<file path="src/rtl/tm_frame_header_checker_unit_assert.svh">
// ---------------------------------------------------------------------------
// tm frame header checker assertion macros
// shared concurrent assertion forms used by the checker rtl
// ---------------------------------------------------------------------------
`ifndef TM_FRAME_HEADER_CHECKER_UNIT_ASSERT_SVH
`define TM_FRAME_HEADER_CHECKER_UNIT_ASSERT_SVH

// same-cycle implication, checked outside reset
`define TMFHC_ASSERT_NOW(label, ante, cons, msg) \
  label: assert property (@(posedge clk) disable iff (!rst_n) (ante) |-> (cons)) \
    else $error(msg);

// next-cycle implication, checked outside reset
`define TMFHC_ASSERT_NEXT(label, ante, cons, msg) \
  label: assert property (@(posedge clk) disable iff (!rst_n) (ante) |=> (cons)) \
    else $error(msg);

`endif

</file>
<file path="src/rtl/tmfhc_pkg.sv">
// ---------------------------------------------------------------------------
// tm frame header checker package
// shared constants, request codes and item types
// ---------------------------------------------------------------------------
package tmfhc_pkg;

  // sizing
  localparam int MAX_IDS          = 4;
  localparam int CHECKED_CHANNELS = 8;
  localparam int NUM_ID_REGS      = 4;
  localparam int ID_W             = 10;
  localparam int CHAN_W           = 3;
  localparam int CNT_W            = 8;
  localparam int ERR_W            = 16;
  localparam int IDC_W            = 3;
  localparam int CFG_IDX_W        = 3;
  localparam int CFG_DATA_W       = 10;
  localparam int IN_DATA_W        = 32;
  localparam int OUT_DATA_W       = 56;
  localparam int CHAN_IDX_W       = (CHECKED_CHANNELS > 1) ? $clog2(CHECKED_CHANNELS) : 1;

  // saturation level of the error counters
  localparam logic [ERR_W-1:0] ERR_MAX = '1;

  // request kind
  typedef enum logic [0:0] {
    REQ_CHECK = 1'b0,
    REQ_CLEAR = 1'b1
  } req_type_t;

  // configuration register indexes
  typedef enum logic [CFG_IDX_W-1:0] {
    CFG_ID_COUNT = 3'd0,
    CFG_SC_ID_0  = 3'd1,
    CFG_SC_ID_1  = 3'd2,
    CFG_SC_ID_2  = 3'd3,
    CFG_SC_ID_3  = 3'd4
  } cfg_reg_t;

  // one input request
  typedef struct packed {
    req_type_t          req_type;
    logic [ID_W-1:0]    craft_id;
    logic [CHAN_W-1:0]  channel_id;
    logic [CNT_W-1:0]   master_count;
    logic [CNT_W-1:0]   channel_count;
  } item_t;

  // one result
  typedef struct packed {
    logic               frame_accepted;
    logic               master_gap;
    logic               channel_gap;
    logic [ERR_W-1:0]   id_errors;
    logic [ERR_W-1:0]   master_errors;
    logic [ERR_W-1:0]   channel_errors;
  } result_t;

  // saturating increment
  function automatic logic [ERR_W-1:0] sat_inc(input logic [ERR_W-1:0] c);
    sat_inc = (c == ERR_MAX) ? c : c + 1'b1;
  endfunction

endpackage

</file>
<file path="src/rtl/tmfhc_id_match.sv">
// ---------------------------------------------------------------------------
// tm frame header checker spacecraft id match
// compares the header id against the active configured id entries
// ---------------------------------------------------------------------------
module tmfhc_id_match (
  input  logic [tmfhc_pkg::IDC_W-1:0]                         id_count,
  input  logic [tmfhc_pkg::NUM_ID_REGS-1:0][tmfhc_pkg::ID_W-1:0] sc_ids,
  input  logic [tmfhc_pkg::ID_W-1:0]                          craft_id,
  output logic                                                hit
);
  import tmfhc_pkg::*;

  // entry i is live when i is below id_count; only MAX_IDS entries are looked at,
  // which caps an oversized count
  always_comb begin
    hit = 1'b0;
    for (int i = 0; i < MAX_IDS; i++) begin
      if ((IDC_W'(i) < id_count) && (sc_ids[i] == craft_id)) begin
        hit = 1'b1;
      end
    end
  end

endmodule

</file>
<file path="src/rtl/tmfhc_track.sv">
// ---------------------------------------------------------------------------
// tm frame header checker continuity tracker
// holds expected frame counts and error counters, builds one result per request
// ---------------------------------------------------------------------------
`include "tm_frame_header_checker_unit_assert.svh"

module tmfhc_track (
  input  logic               clk,
  input  logic               rst_n,
  input  logic               step,
  input  tmfhc_pkg::item_t   item,
  input  logic               hit,
  output tmfhc_pkg::result_t res
);
  import tmfhc_pkg::*;

  logic [CNT_W-1:0] exp_master_r;
  logic [CNT_W-1:0] exp_master_nxt;
  logic [CNT_W-1:0] exp_chan_r [CHECKED_CHANNELS];
  logic [ERR_W-1:0] id_err_r,   id_err_nxt;
  logic [ERR_W-1:0] mst_err_r,  mst_err_nxt;
  logic [ERR_W-1:0] chn_err_r,  chn_err_nxt;

  logic                  is_frame;
  logic                  accepted;
  logic                  chan_checked;
  logic [CHAN_IDX_W-1:0] chan_idx;
  logic [CNT_W-1:0]      mc_inc;
  logic [CNT_W-1:0]      vc_inc;
  logic                  mgap;
  logic                  vgap;

  // decode the request
  assign is_frame     = (item.req_type == REQ_CHECK);
  assign accepted     = is_frame && hit;
  assign chan_checked = ({1'b0, item.channel_id} < (CHAN_W + 1)'(CHECKED_CHANNELS));
  assign chan_idx     = item.channel_id[CHAN_IDX_W-1:0];
  assign mc_inc       = item.master_count + 1'b1;
  assign vc_inc       = item.channel_count + 1'b1;

  // count comparisons
  assign mgap = accepted && (exp_master_r != item.master_count);
  assign vgap = accepted && chan_checked && (exp_chan_r[chan_idx] != item.channel_count);

  // next counter values
  always_comb begin
    id_err_nxt     = id_err_r;
    mst_err_nxt    = mst_err_r;
    chn_err_nxt    = chn_err_r;
    exp_master_nxt = exp_master_r;
    if (!is_frame) begin
      id_err_nxt  = '0;
      mst_err_nxt = '0;
      chn_err_nxt = '0;
    end else if (!hit) begin
      id_err_nxt = sat_inc(id_err_r);
    end else begin
      exp_master_nxt = mc_inc;
      if (mgap) mst_err_nxt = sat_inc(mst_err_r);
      if (vgap) chn_err_nxt = sat_inc(chn_err_r);
    end
  end

  // result as seen after this request
  always_comb begin
    res.frame_accepted = accepted;
    res.master_gap     = mgap;
    res.channel_gap    = vgap;
    res.id_errors      = id_err_nxt;
    res.master_errors  = mst_err_nxt;
    res.channel_errors = chn_err_nxt;
  end

  // state update once per request
  always_ff @(posedge clk) begin
    if (!rst_n) begin
      exp_master_r <= '0;
      id_err_r     <= '0;
      mst_err_r    <= '0;
      chn_err_r    <= '0;
      for (int i = 0; i < CHECKED_CHANNELS; i++) exp_chan_r[i] <= '0;
    end else if (step) begin
      exp_master_r <= exp_master_nxt;
      id_err_r     <= id_err_nxt;
      mst_err_r    <= mst_err_nxt;
      chn_err_r    <= chn_err_nxt;
      if (accepted && chan_checked) exp_chan_r[chan_idx] <= vc_inc;
    end
  end

  `TMFHC_ASSERT_NEXT(a_clear_zeroes, step && !is_frame, (id_err_r == '0) && (mst_err_r == '0) && (chn_err_r == '0), "clear request left a counter nonzero")
  `TMFHC_ASSERT_NEXT(a_master_follow, step && accepted, exp_master_r == $past(mc_inc), "expected master count not updated")
  `TMFHC_ASSERT_NEXT(a_hold_idle, !step, $stable(id_err_r) && $stable(mst_err_r) && $stable(chn_err_r) && $stable(exp_master_r), "state moved without a request")
  `TMFHC_ASSERT_NEXT(a_no_decrease, step && is_frame, (id_err_r >= $past(id_err_r)) && (mst_err_r >= $past(mst_err_r)) && (chn_err_r >= $past(chn_err_r)), "error counter went down on a frame")

endmodule

</file>
<file path="src/rtl/tm_frame_header_checker_unit.sv">
// ---------------------------------------------------------------------------
// tm frame header checker unit
// frame count continuity and spacecraft id check for decoded tm headers
// ---------------------------------------------------------------------------
// Each request (a frame header, or a clear of the error counters) yields one
// result. The block takes one request per clock while the output is not
// stalled: a request sits in the input register, is checked against the id
// table and the expected counts, and its result lands in the output register
// while the next request moves up into the input register.
// The output register stalls the pipeline only while it holds a result and
// out_tready is low.
// Configuration writes are expected only while no request is in flight.
module tm_frame_header_checker_unit (
  input  logic                                clk,
  input  logic                                rst_n,
  // configuration
  input  logic                                cfg_we,
  input  logic [tmfhc_pkg::CFG_IDX_W-1:0]     cfg_index,
  input  logic [tmfhc_pkg::CFG_DATA_W-1:0]    cfg_wdata,
  // request channel
  input  logic                                in_tvalid,
  output logic                                in_tready,
  // craft_id[9:0], channel_id[12:10], master_count[20:13], channel_count[28:21], zero
  input  logic [tmfhc_pkg::IN_DATA_W-1:0]     in_tdata,
  // req_type[0]
  input  logic                                in_tuser,
  // result channel
  output logic                                out_tvalid,
  input  logic                                out_tready,
  // frame_accepted[0], master_gap[1], channel_gap[2], id_errors[18:3],
  // master_errors[34:19], channel_errors[50:35], zero
  output logic [tmfhc_pkg::OUT_DATA_W-1:0]    out_tdata
);
  import tmfhc_pkg::*;

  logic [IDC_W-1:0]                  id_count_r;
  logic [NUM_ID_REGS-1:0][ID_W-1:0]  sc_ids_r;
  logic                              in_valid_r;
  item_t                             item_r;
  logic                              out_valid_r;
  result_t                           res_r;
  result_t                           res;
  logic                              hit;
  logic                              adv;

  // configuration registers
  always_ff @(posedge clk) begin
    if (!rst_n) begin
      id_count_r <= '0;
      sc_ids_r   <= '0;
    end else if (cfg_we) begin
      case (cfg_index)
        CFG_ID_COUNT: id_count_r  <= cfg_wdata[IDC_W-1:0];
        CFG_SC_ID_0:  sc_ids_r[0] <= cfg_wdata[ID_W-1:0];
        CFG_SC_ID_1:  sc_ids_r[1] <= cfg_wdata[ID_W-1:0];
        CFG_SC_ID_2:  sc_ids_r[2] <= cfg_wdata[ID_W-1:0];
        CFG_SC_ID_3:  sc_ids_r[3] <= cfg_wdata[ID_W-1:0];
        default: ;
      endcase
    end
  end

  // pipeline handshake
  assign adv       = in_valid_r && (!out_valid_r || out_tready);
  assign in_tready = !in_valid_r || adv;

  // input register
  always_ff @(posedge clk) begin
    if (!rst_n) begin
      in_valid_r <= 1'b0;
    end else if (in_tready) begin
      in_valid_r <= in_tvalid;
    end
  end

  always_ff @(posedge clk) begin
    if (in_tvalid && in_tready) begin
      item_r.req_type      <= req_type_t'(in_tuser);
      item_r.craft_id      <= in_tdata[9:0];
      item_r.channel_id    <= in_tdata[12:10];
      item_r.master_count  <= in_tdata[20:13];
      item_r.channel_count <= in_tdata[28:21];
    end
  end

  // id lookup
  tmfhc_id_match u_id_match (
    .id_count (id_count_r),
    .sc_ids   (sc_ids_r),
    .craft_id (item_r.craft_id),
    .hit      (hit)
  );

  // continuity check and counters
  tmfhc_track u_track (
    .clk   (clk),
    .rst_n (rst_n),
    .step  (adv),
    .item  (item_r),
    .hit   (hit),
    .res   (res)
  );

  // output register
  always_ff @(posedge clk) begin
    if (!rst_n) begin
      out_valid_r <= 1'b0;
    end else if (adv) begin
      out_valid_r <= 1'b1;
    end else if (out_tready) begin
      out_valid_r <= 1'b0;
    end
  end

  always_ff @(posedge clk) begin
    if (adv) res_r <= res;
  end

  // result packing
  assign out_tvalid = out_valid_r;
  assign out_tdata  = {5'b0, res_r.channel_errors, res_r.master_errors, res_r.id_errors,
                       res_r.channel_gap, res_r.master_gap, res_r.frame_accepted};

endmodule
</file>
<file path="config.mk">
export PLATFORM = sky130hd
export DESIGN_NAME = tm_frame_header_checker_unit
export DESIGN_NICKNAME = d
export VERILOG_FILES = /design/src/rtl/tmfhc_pkg.sv /design/src/rtl/tmfhc_id_match.sv /design/src/rtl/tmfhc_track.sv /design/src/rtl/tm_frame_header_checker_unit.sv
export VERILOG_INCLUDE_DIRS = /design/src /design/src/rtl
export SDC_FILE = /design/constraint.sdc
export NUM_CORES = 1
export LEC_CHECK = 0
export BUFFER_PORTS_ARGS = -buffer_cell sky130_fd_sc_hd__buf_2
export CAP_MARGIN = 40
export CORE_AREA = 2 2 161 132
export DETAILED_ROUTE_END_ITERATION = 10
export DIE_AREA = 0 0 163 134
export PLACE_DENSITY_LB_ADDON = 0.2
export SETUP_SLACK_MARGIN = 0.05
export SLEW_MARGIN = 20
export SYNTH_ARGS = -nofsm -noshare
export SYNTH_HDL_FRONTEND = slang
export SYNTH_SLANG_ARGS = --single-unit
</file>
<file path="constraint.sdc">
create_clock -name clk -period 3.91 [get_ports clk]
set_input_delay 0.391 -clock clk [delete_from_list [all_inputs] [get_ports clk]]
set_output_delay 0.391 -clock clk [all_outputs]
set_load 0.05 [all_outputs]
</file>
* Yosys cells after proc, flatten, opt, wreduce, memory -nomap -nowiden
Memories as Yosys holds them, arrays and structs flattened. A register that Yosys moved wholly into a read port is not among the register bits.
Index checks and enable logic that the tools add are counted.
** Word-level totals
- Flip-flop bits (word level) :: 182
- Bits in writable memories :: 64
- Input port bits :: 51
- Output and inout bits :: 58
- Memories :: 1
** Memory list
- u_track.exp_chan_r :: words 8, bits a word 8, read ports 1, clocked after memory_dff 1, write ports 8, line tmfhc_track.sv:19 : logic [CNT_W-1:0] exp_chan_r [CHECKED_CHANNELS];
** Cells by class
- Add/subtract/negate cells :: 5
- $lt $le $gt $ge :: 4
- Equality and inequality tests :: 13
- Mux-type cells :: 26
- Bitwise operators :: 1
- Reduce and logical (&&, ||, !) cells :: 22
** Operators with widths (number)
- two-way mux 16 bit :: 11
- adder 16 x 1 -> 16 bit (second input constant) :: 3
- == test 16 bit (second input constant) :: 3
- == test 10 bit :: 4
- adder 8 x 1 -> 8 bit (second input constant) :: 2
- != test 8 bit :: 2
- two-way mux 1 bit :: 12
- AND reduction 2 bit :: 5
- logical AND 1 bit :: 9
- two-way mux 8 bit :: 1
- OR reduction 8 bit :: 1
- == test 3 x 2 -> 1 bit (second input constant) :: 2
- less-than comparator 1 x 3 -> 1 bit (first input constant) :: 2
- less-than comparator 2 x 3 -> 1 bit (first input constant) :: 2
- two-way mux 3 bit :: 2
- == test 3 x 1 -> 1 bit (second input constant) :: 1
- == test 3 bit (second input constant) :: 1
- logical NOT 3 bit :: 1
- AND reduction 3 bit :: 1
- logical NOT 1 bit :: 2
- logical OR 1 bit :: 2
- nonzero test 2 bit :: 1
- inverter 1 bit :: 1

* Depth between registers and ports, before layout
- Depth in word-level cells :: 13
- Mapped depth :: 12
- Mapped depth without buffers :: 8

* Modules after synthesis
Synthesis repeated with hierarchy kept, for this count alone.
** Second synthesis, totals
- Cells, all modules :: 1075
- Area, all modules :: 11618.6 um2
** By module, submodules not included
- tmfhc_track :: instances 1, cells an instance 760, area each 6931.6 um2
- tm_frame_header_checker_unit :: instances 1, cells an instance 250, area each 4191.5 um2
- tmfhc_id_match :: instances 1, cells an instance 65, area each 495.5 um2

* Least setup slack after synthesis
Ideal clock, no wire load.
- Path kind :: register -> register
- Start point :: register out_valid_r (netlist: out_tvalid)
- End point :: memory u_track.exp_chan_r[7][0], enable pin
- Setup time :: 303 ps
- Arrival time :: 3524 ps
- Data required time :: 3607 ps
- Path slack :: 82 ps
- Stages on the path, launching flop included :: 10
- Path buffers :: 1
- Period minus slack after synthesis :: 3828 ps
- Cells stage by stage :: dfxtp_1 nor2b_1 nand2b_1 clkinv_1 nand2_1 nor2_1 and3_1 clkbuf_1 nand3_1 nand2_1
** RTL lines
- from (decl) :: line tm_frame_header_checker_unit.sv:40 : logic out_valid_r;
- from (signal assigned) :: line tm_frame_header_checker_unit.sv:107 : out_valid_r <= 1'b0;
- from (signal assigned) :: line tm_frame_header_checker_unit.sv:109 : out_valid_r <= 1'b1;
- from (signal assigned) :: line tm_frame_header_checker_unit.sv:111 : out_valid_r <= 1'b0;
- to (decl) :: line tmfhc_track.sv:19

==> flow_summary.yaml <==
status:
  status: "finished clean"
sta:
  drv_slew: 0
  rsz0062_at_grt: "no"
  finalSetupViolCount: 0
  timing.fmax_ghz: 0.3057
  tightest_slew_ns: 0.7704
  period_minus_slack_ns: 3.271
  tns_ns: 0
  layout_setup_ws_ns: 0.6388
  fin_skew_ns: 0.01532
  fin_hold_ws_ns: 0.02140
  hold_viol: 0
  fin_crit_sh_pct: 83.66
  max-slew-margin-rel_pct: 48.45
setup_path:
  cp.arrival_ns: 3.46
  reg2reg_to: "u_track.exp_chan_r[5][7]"
  cp_max_fo: 20
  cp-start-kind: "register"
  ff2ff_path_depth: 7
  worstSetupPathType: "reg2reg"
  crit_path_end_kind: "register"
  r2r_start: "item_r[24]"
  cp.required_ns: 4.10
  r2r_slack_ns: 0.64
power_and_ir_drop:
  power_density_mw_per_mm2: 433.7
  p_leak_nw: 4.856
  ir_drop_mv: 0.3983
synth:
  synth-warning-count: 0
  synth-xor-area-share_pct: 5.734
  synth_edf_count: 145
  synth-compound-area-share_pct: 11.30
  syn_inst: 1191
  synthFlopType: "edfxtp_1"
  synth_top_family_by_area: "simple AND/OR/NAND/NOR gates"
  synth_mux_area_share_pct: 4.480
  synth_seq_cells: 249
  yosysUniqueCellTypes: 62
  synth_simple_gate_area_share_pct: 20.75
  synthAdderAreaFrac_pct: 0.5222
  synthArstFlopShare_pct: 0
  syn_area_per_cell_um2: 10.06
  seq_area_frac_synth_pct: 53.72
  syn_area_mm2: 0.01198
detailed_routing:
  drt_wl_total_um: 27890
  post_drt_wl_per_cell_um: 17.90
  drt_iter0_drc: 989
  final_antenna_net_count: 0
  avgViaCountPerCell: 6.012
  drt_pass1_iterations: 5
  drc_errors: 0
  vias: 9366
floorplanning:
  rows: 47
  start_util_pct: 59.05
  ioPinCount: 109
  die_area_mm2: 0.02184
  die_x_um: 163
  coreArea_mm2: 0.02029
  die_h_um: 134
grt:
  grt_max_degree: 69
  grt-ovfl-total: 0
  grt.total_usage_pct: 25.70
  antenna_found_initial: 0
  grt_pass1_wl_um: 45130
  grt_pass1_vias: 8735
clocking:
  cts_max_level: 1
  clockBufferDepth: 3
  tritoncts: "done"
  clkTransAtPathRegs_ns: 0.06
  cts_made_buffers: 25
  post_cts_buffers: 0
  clock_latency_ns: 0.54
  root_buffer: "clkbuf_16"
  cts_resized: 0
  cts_sinks: 249
  postCtsHoldBufs: 0
worst_hold_path:
  hp-class: "in2reg"
  min_from: "in_tdata[2]"
  hold_end: "item_r[21]"
  min_path_cells: 1
layout:
  layout_common_cells: "nand2_1 (168), edfxtp_1 (145), nor2_1 (126)"
  final_common_cell: "nand2_1"
  num_antenna_cells: 0
  drive_gt1_share_pct: 15.90
  syn2layout_area_growth_pct: 13.20
  fin_nets: 1326
place:
  place_hpwl_um: 18680
  dp_slack_ns: 0.7442
  gp_congestion: 0.9466
  io_buffers: 100
job:
  cap_violations: 0
[metal layers]
| metal | share of wire, % | vias up | wire length (µm) | GRT usage, % |
|---|---|---|---|---|
| met5 | 0 | - | 0 | 0 |
| met3 | 7.8 | 43 | 2178 | 3.463 |
| li1 | - | 4490 | - | - |
| met4 | 2.0 | 0 | 567 | 6.883 |
| met1 | 45 | 4434 | 12590 | 38.82 |
| met2 | 45 | 399 | 12550 | 39.27 |
[cell type report]
class / count / area, µm²
sequential: 249 / 6436
clock inverter: 15 / 201.4
fill: 1595 / 6726
tap: 269 / 336.6
multi-input combinational: 858 / 5154
inverter: 12 / 45.04
clock buffer: 31 / 668.1
timing repair buffer: 124 / 720.7
[stage by stage]
step / instance area (µm²) / power, mW / utilization [%] / std cells
2_1_floorplan: 12000 / 3.280 / - / 1195
3_3_place_gp: 12640 / 3.402 / 62.29 / 1510
3_5_place_dp: 12690 / 3.419 / 62.56 / 1512
4_1_cts: 13560 / 5.912 / 66.85 / 1558
5_1_grt: 13560 / 6.057 / 66.85 / 1558
6_report: 13560 / 5.882 / 66.85 / 1558
[sequential cells by signal (all words and copies together), names as in the netlist, 8 cells and up, named ones only]
signal	flops
item_r	30
out_tdata	51
sc_ids_r	40
u_track.chn_err_r	16
u_track.exp_chan_r	64
u_track.exp_master_r	8
u_track.id_err_r	16
u_track.mst_err_r	16
[power by group]
group / internal, mW / switching [mW] / total [mW]
Combinational: 0.146 / 0.311 / 0.457
Clock: 1.49 / 1.03 / 2.52
Sequential: 2.85 / 0.0617 / 2.91
[worst max-delay path by stage]
stage                     from                        to  slack [ns]  cells past startpoint
floorplan           out_tvalid  u_track.exp_chan_r[7][0]        0.08                      9
global placement    item_r[27]  u_track.exp_chan_r[5][7]        0.77                      7
detailed placement  item_r[27]  u_track.exp_chan_r[5][7]        0.74                      7
CTS                 item_r[27]  u_track.exp_chan_r[5][7]        0.74                      7
global route        item_r[27]  u_track.exp_chan_r[2][7]        0.52                      7
finish              item_r[24]  u_track.exp_chan_r[5][7]        0.64                      7
[synthesized netlist by cell type (all sizes together), types with 3 or more instances]
cell type | count | area, µm²
clkinv | 3 | 11.26
nand3b | 3 | 22.52
o211a | 3 | 30.03
nand4 | 23 | 143.9
nor3 | 32 | 160.2
o211ai | 18 | 135.1
ha | 5 | 62.56
or2 | 5 | 31.28
or4 | 21 | 161.4
o31ai | 7 | 52.55
buf | 30 | 196.4
nand2 | 168 | 630.6
mux2i | 21 | 210.2
mux2 | 5 | 56.30
or3 | 21 | 136.4
nor4 | 16 | 100.1
xnor2 | 46 | 402.9
inv | 9 | 33.78
and4 | 3 | 26.28
clkbuf | 46 | 172.7
nand4b | 5 | 43.79
nor2b | 14 | 87.58
and3 | 27 | 173.9
a21o | 5 | 37.54
dfxtp | 104 | 2082
a21oi | 83 | 415.4
nand3 | 46 | 230.2
o21a | 7 | 52.55
mux4 | 12 | 270.3
a22oi | 4 | 30.03
edfxtp | 145 | 4354
o31a | 3 | 26.28
and2 | 7 | 43.79
xor2 | 29 | 284.0
o21ai | 26 | 130.1
nor2 | 126 | 473.0
o221a | 5 | 56.30
a211oi | 3 | 22.52
a31oi | 34 | 212.7
[logic make-up (layout without fill, tap and decap cells)]
kind of cell | after synthesis | in the layout
AOI/OAI and AO/OA | 215 | 215
xor gates and xnor gates | 75 | 75
DFF | 249 | 249
and+or+nand+nor | 520 | 520
other | 1 | 5
adders and majority gates | 5 | 5
buffers and inverters | 88 | 182
muxes | 38 | 38
[critical path, stage by stage (launching register included)]
cell and delay [ns]:
edfxtp_1 0.53, xnor2_1 0.25, nand4_1 0.12, nor3_1 0.60
or4_4 0.41, and3_1 0.29, nand2_1 0.27, nand2_1 0.44
(Power assumes the default switching activity.)
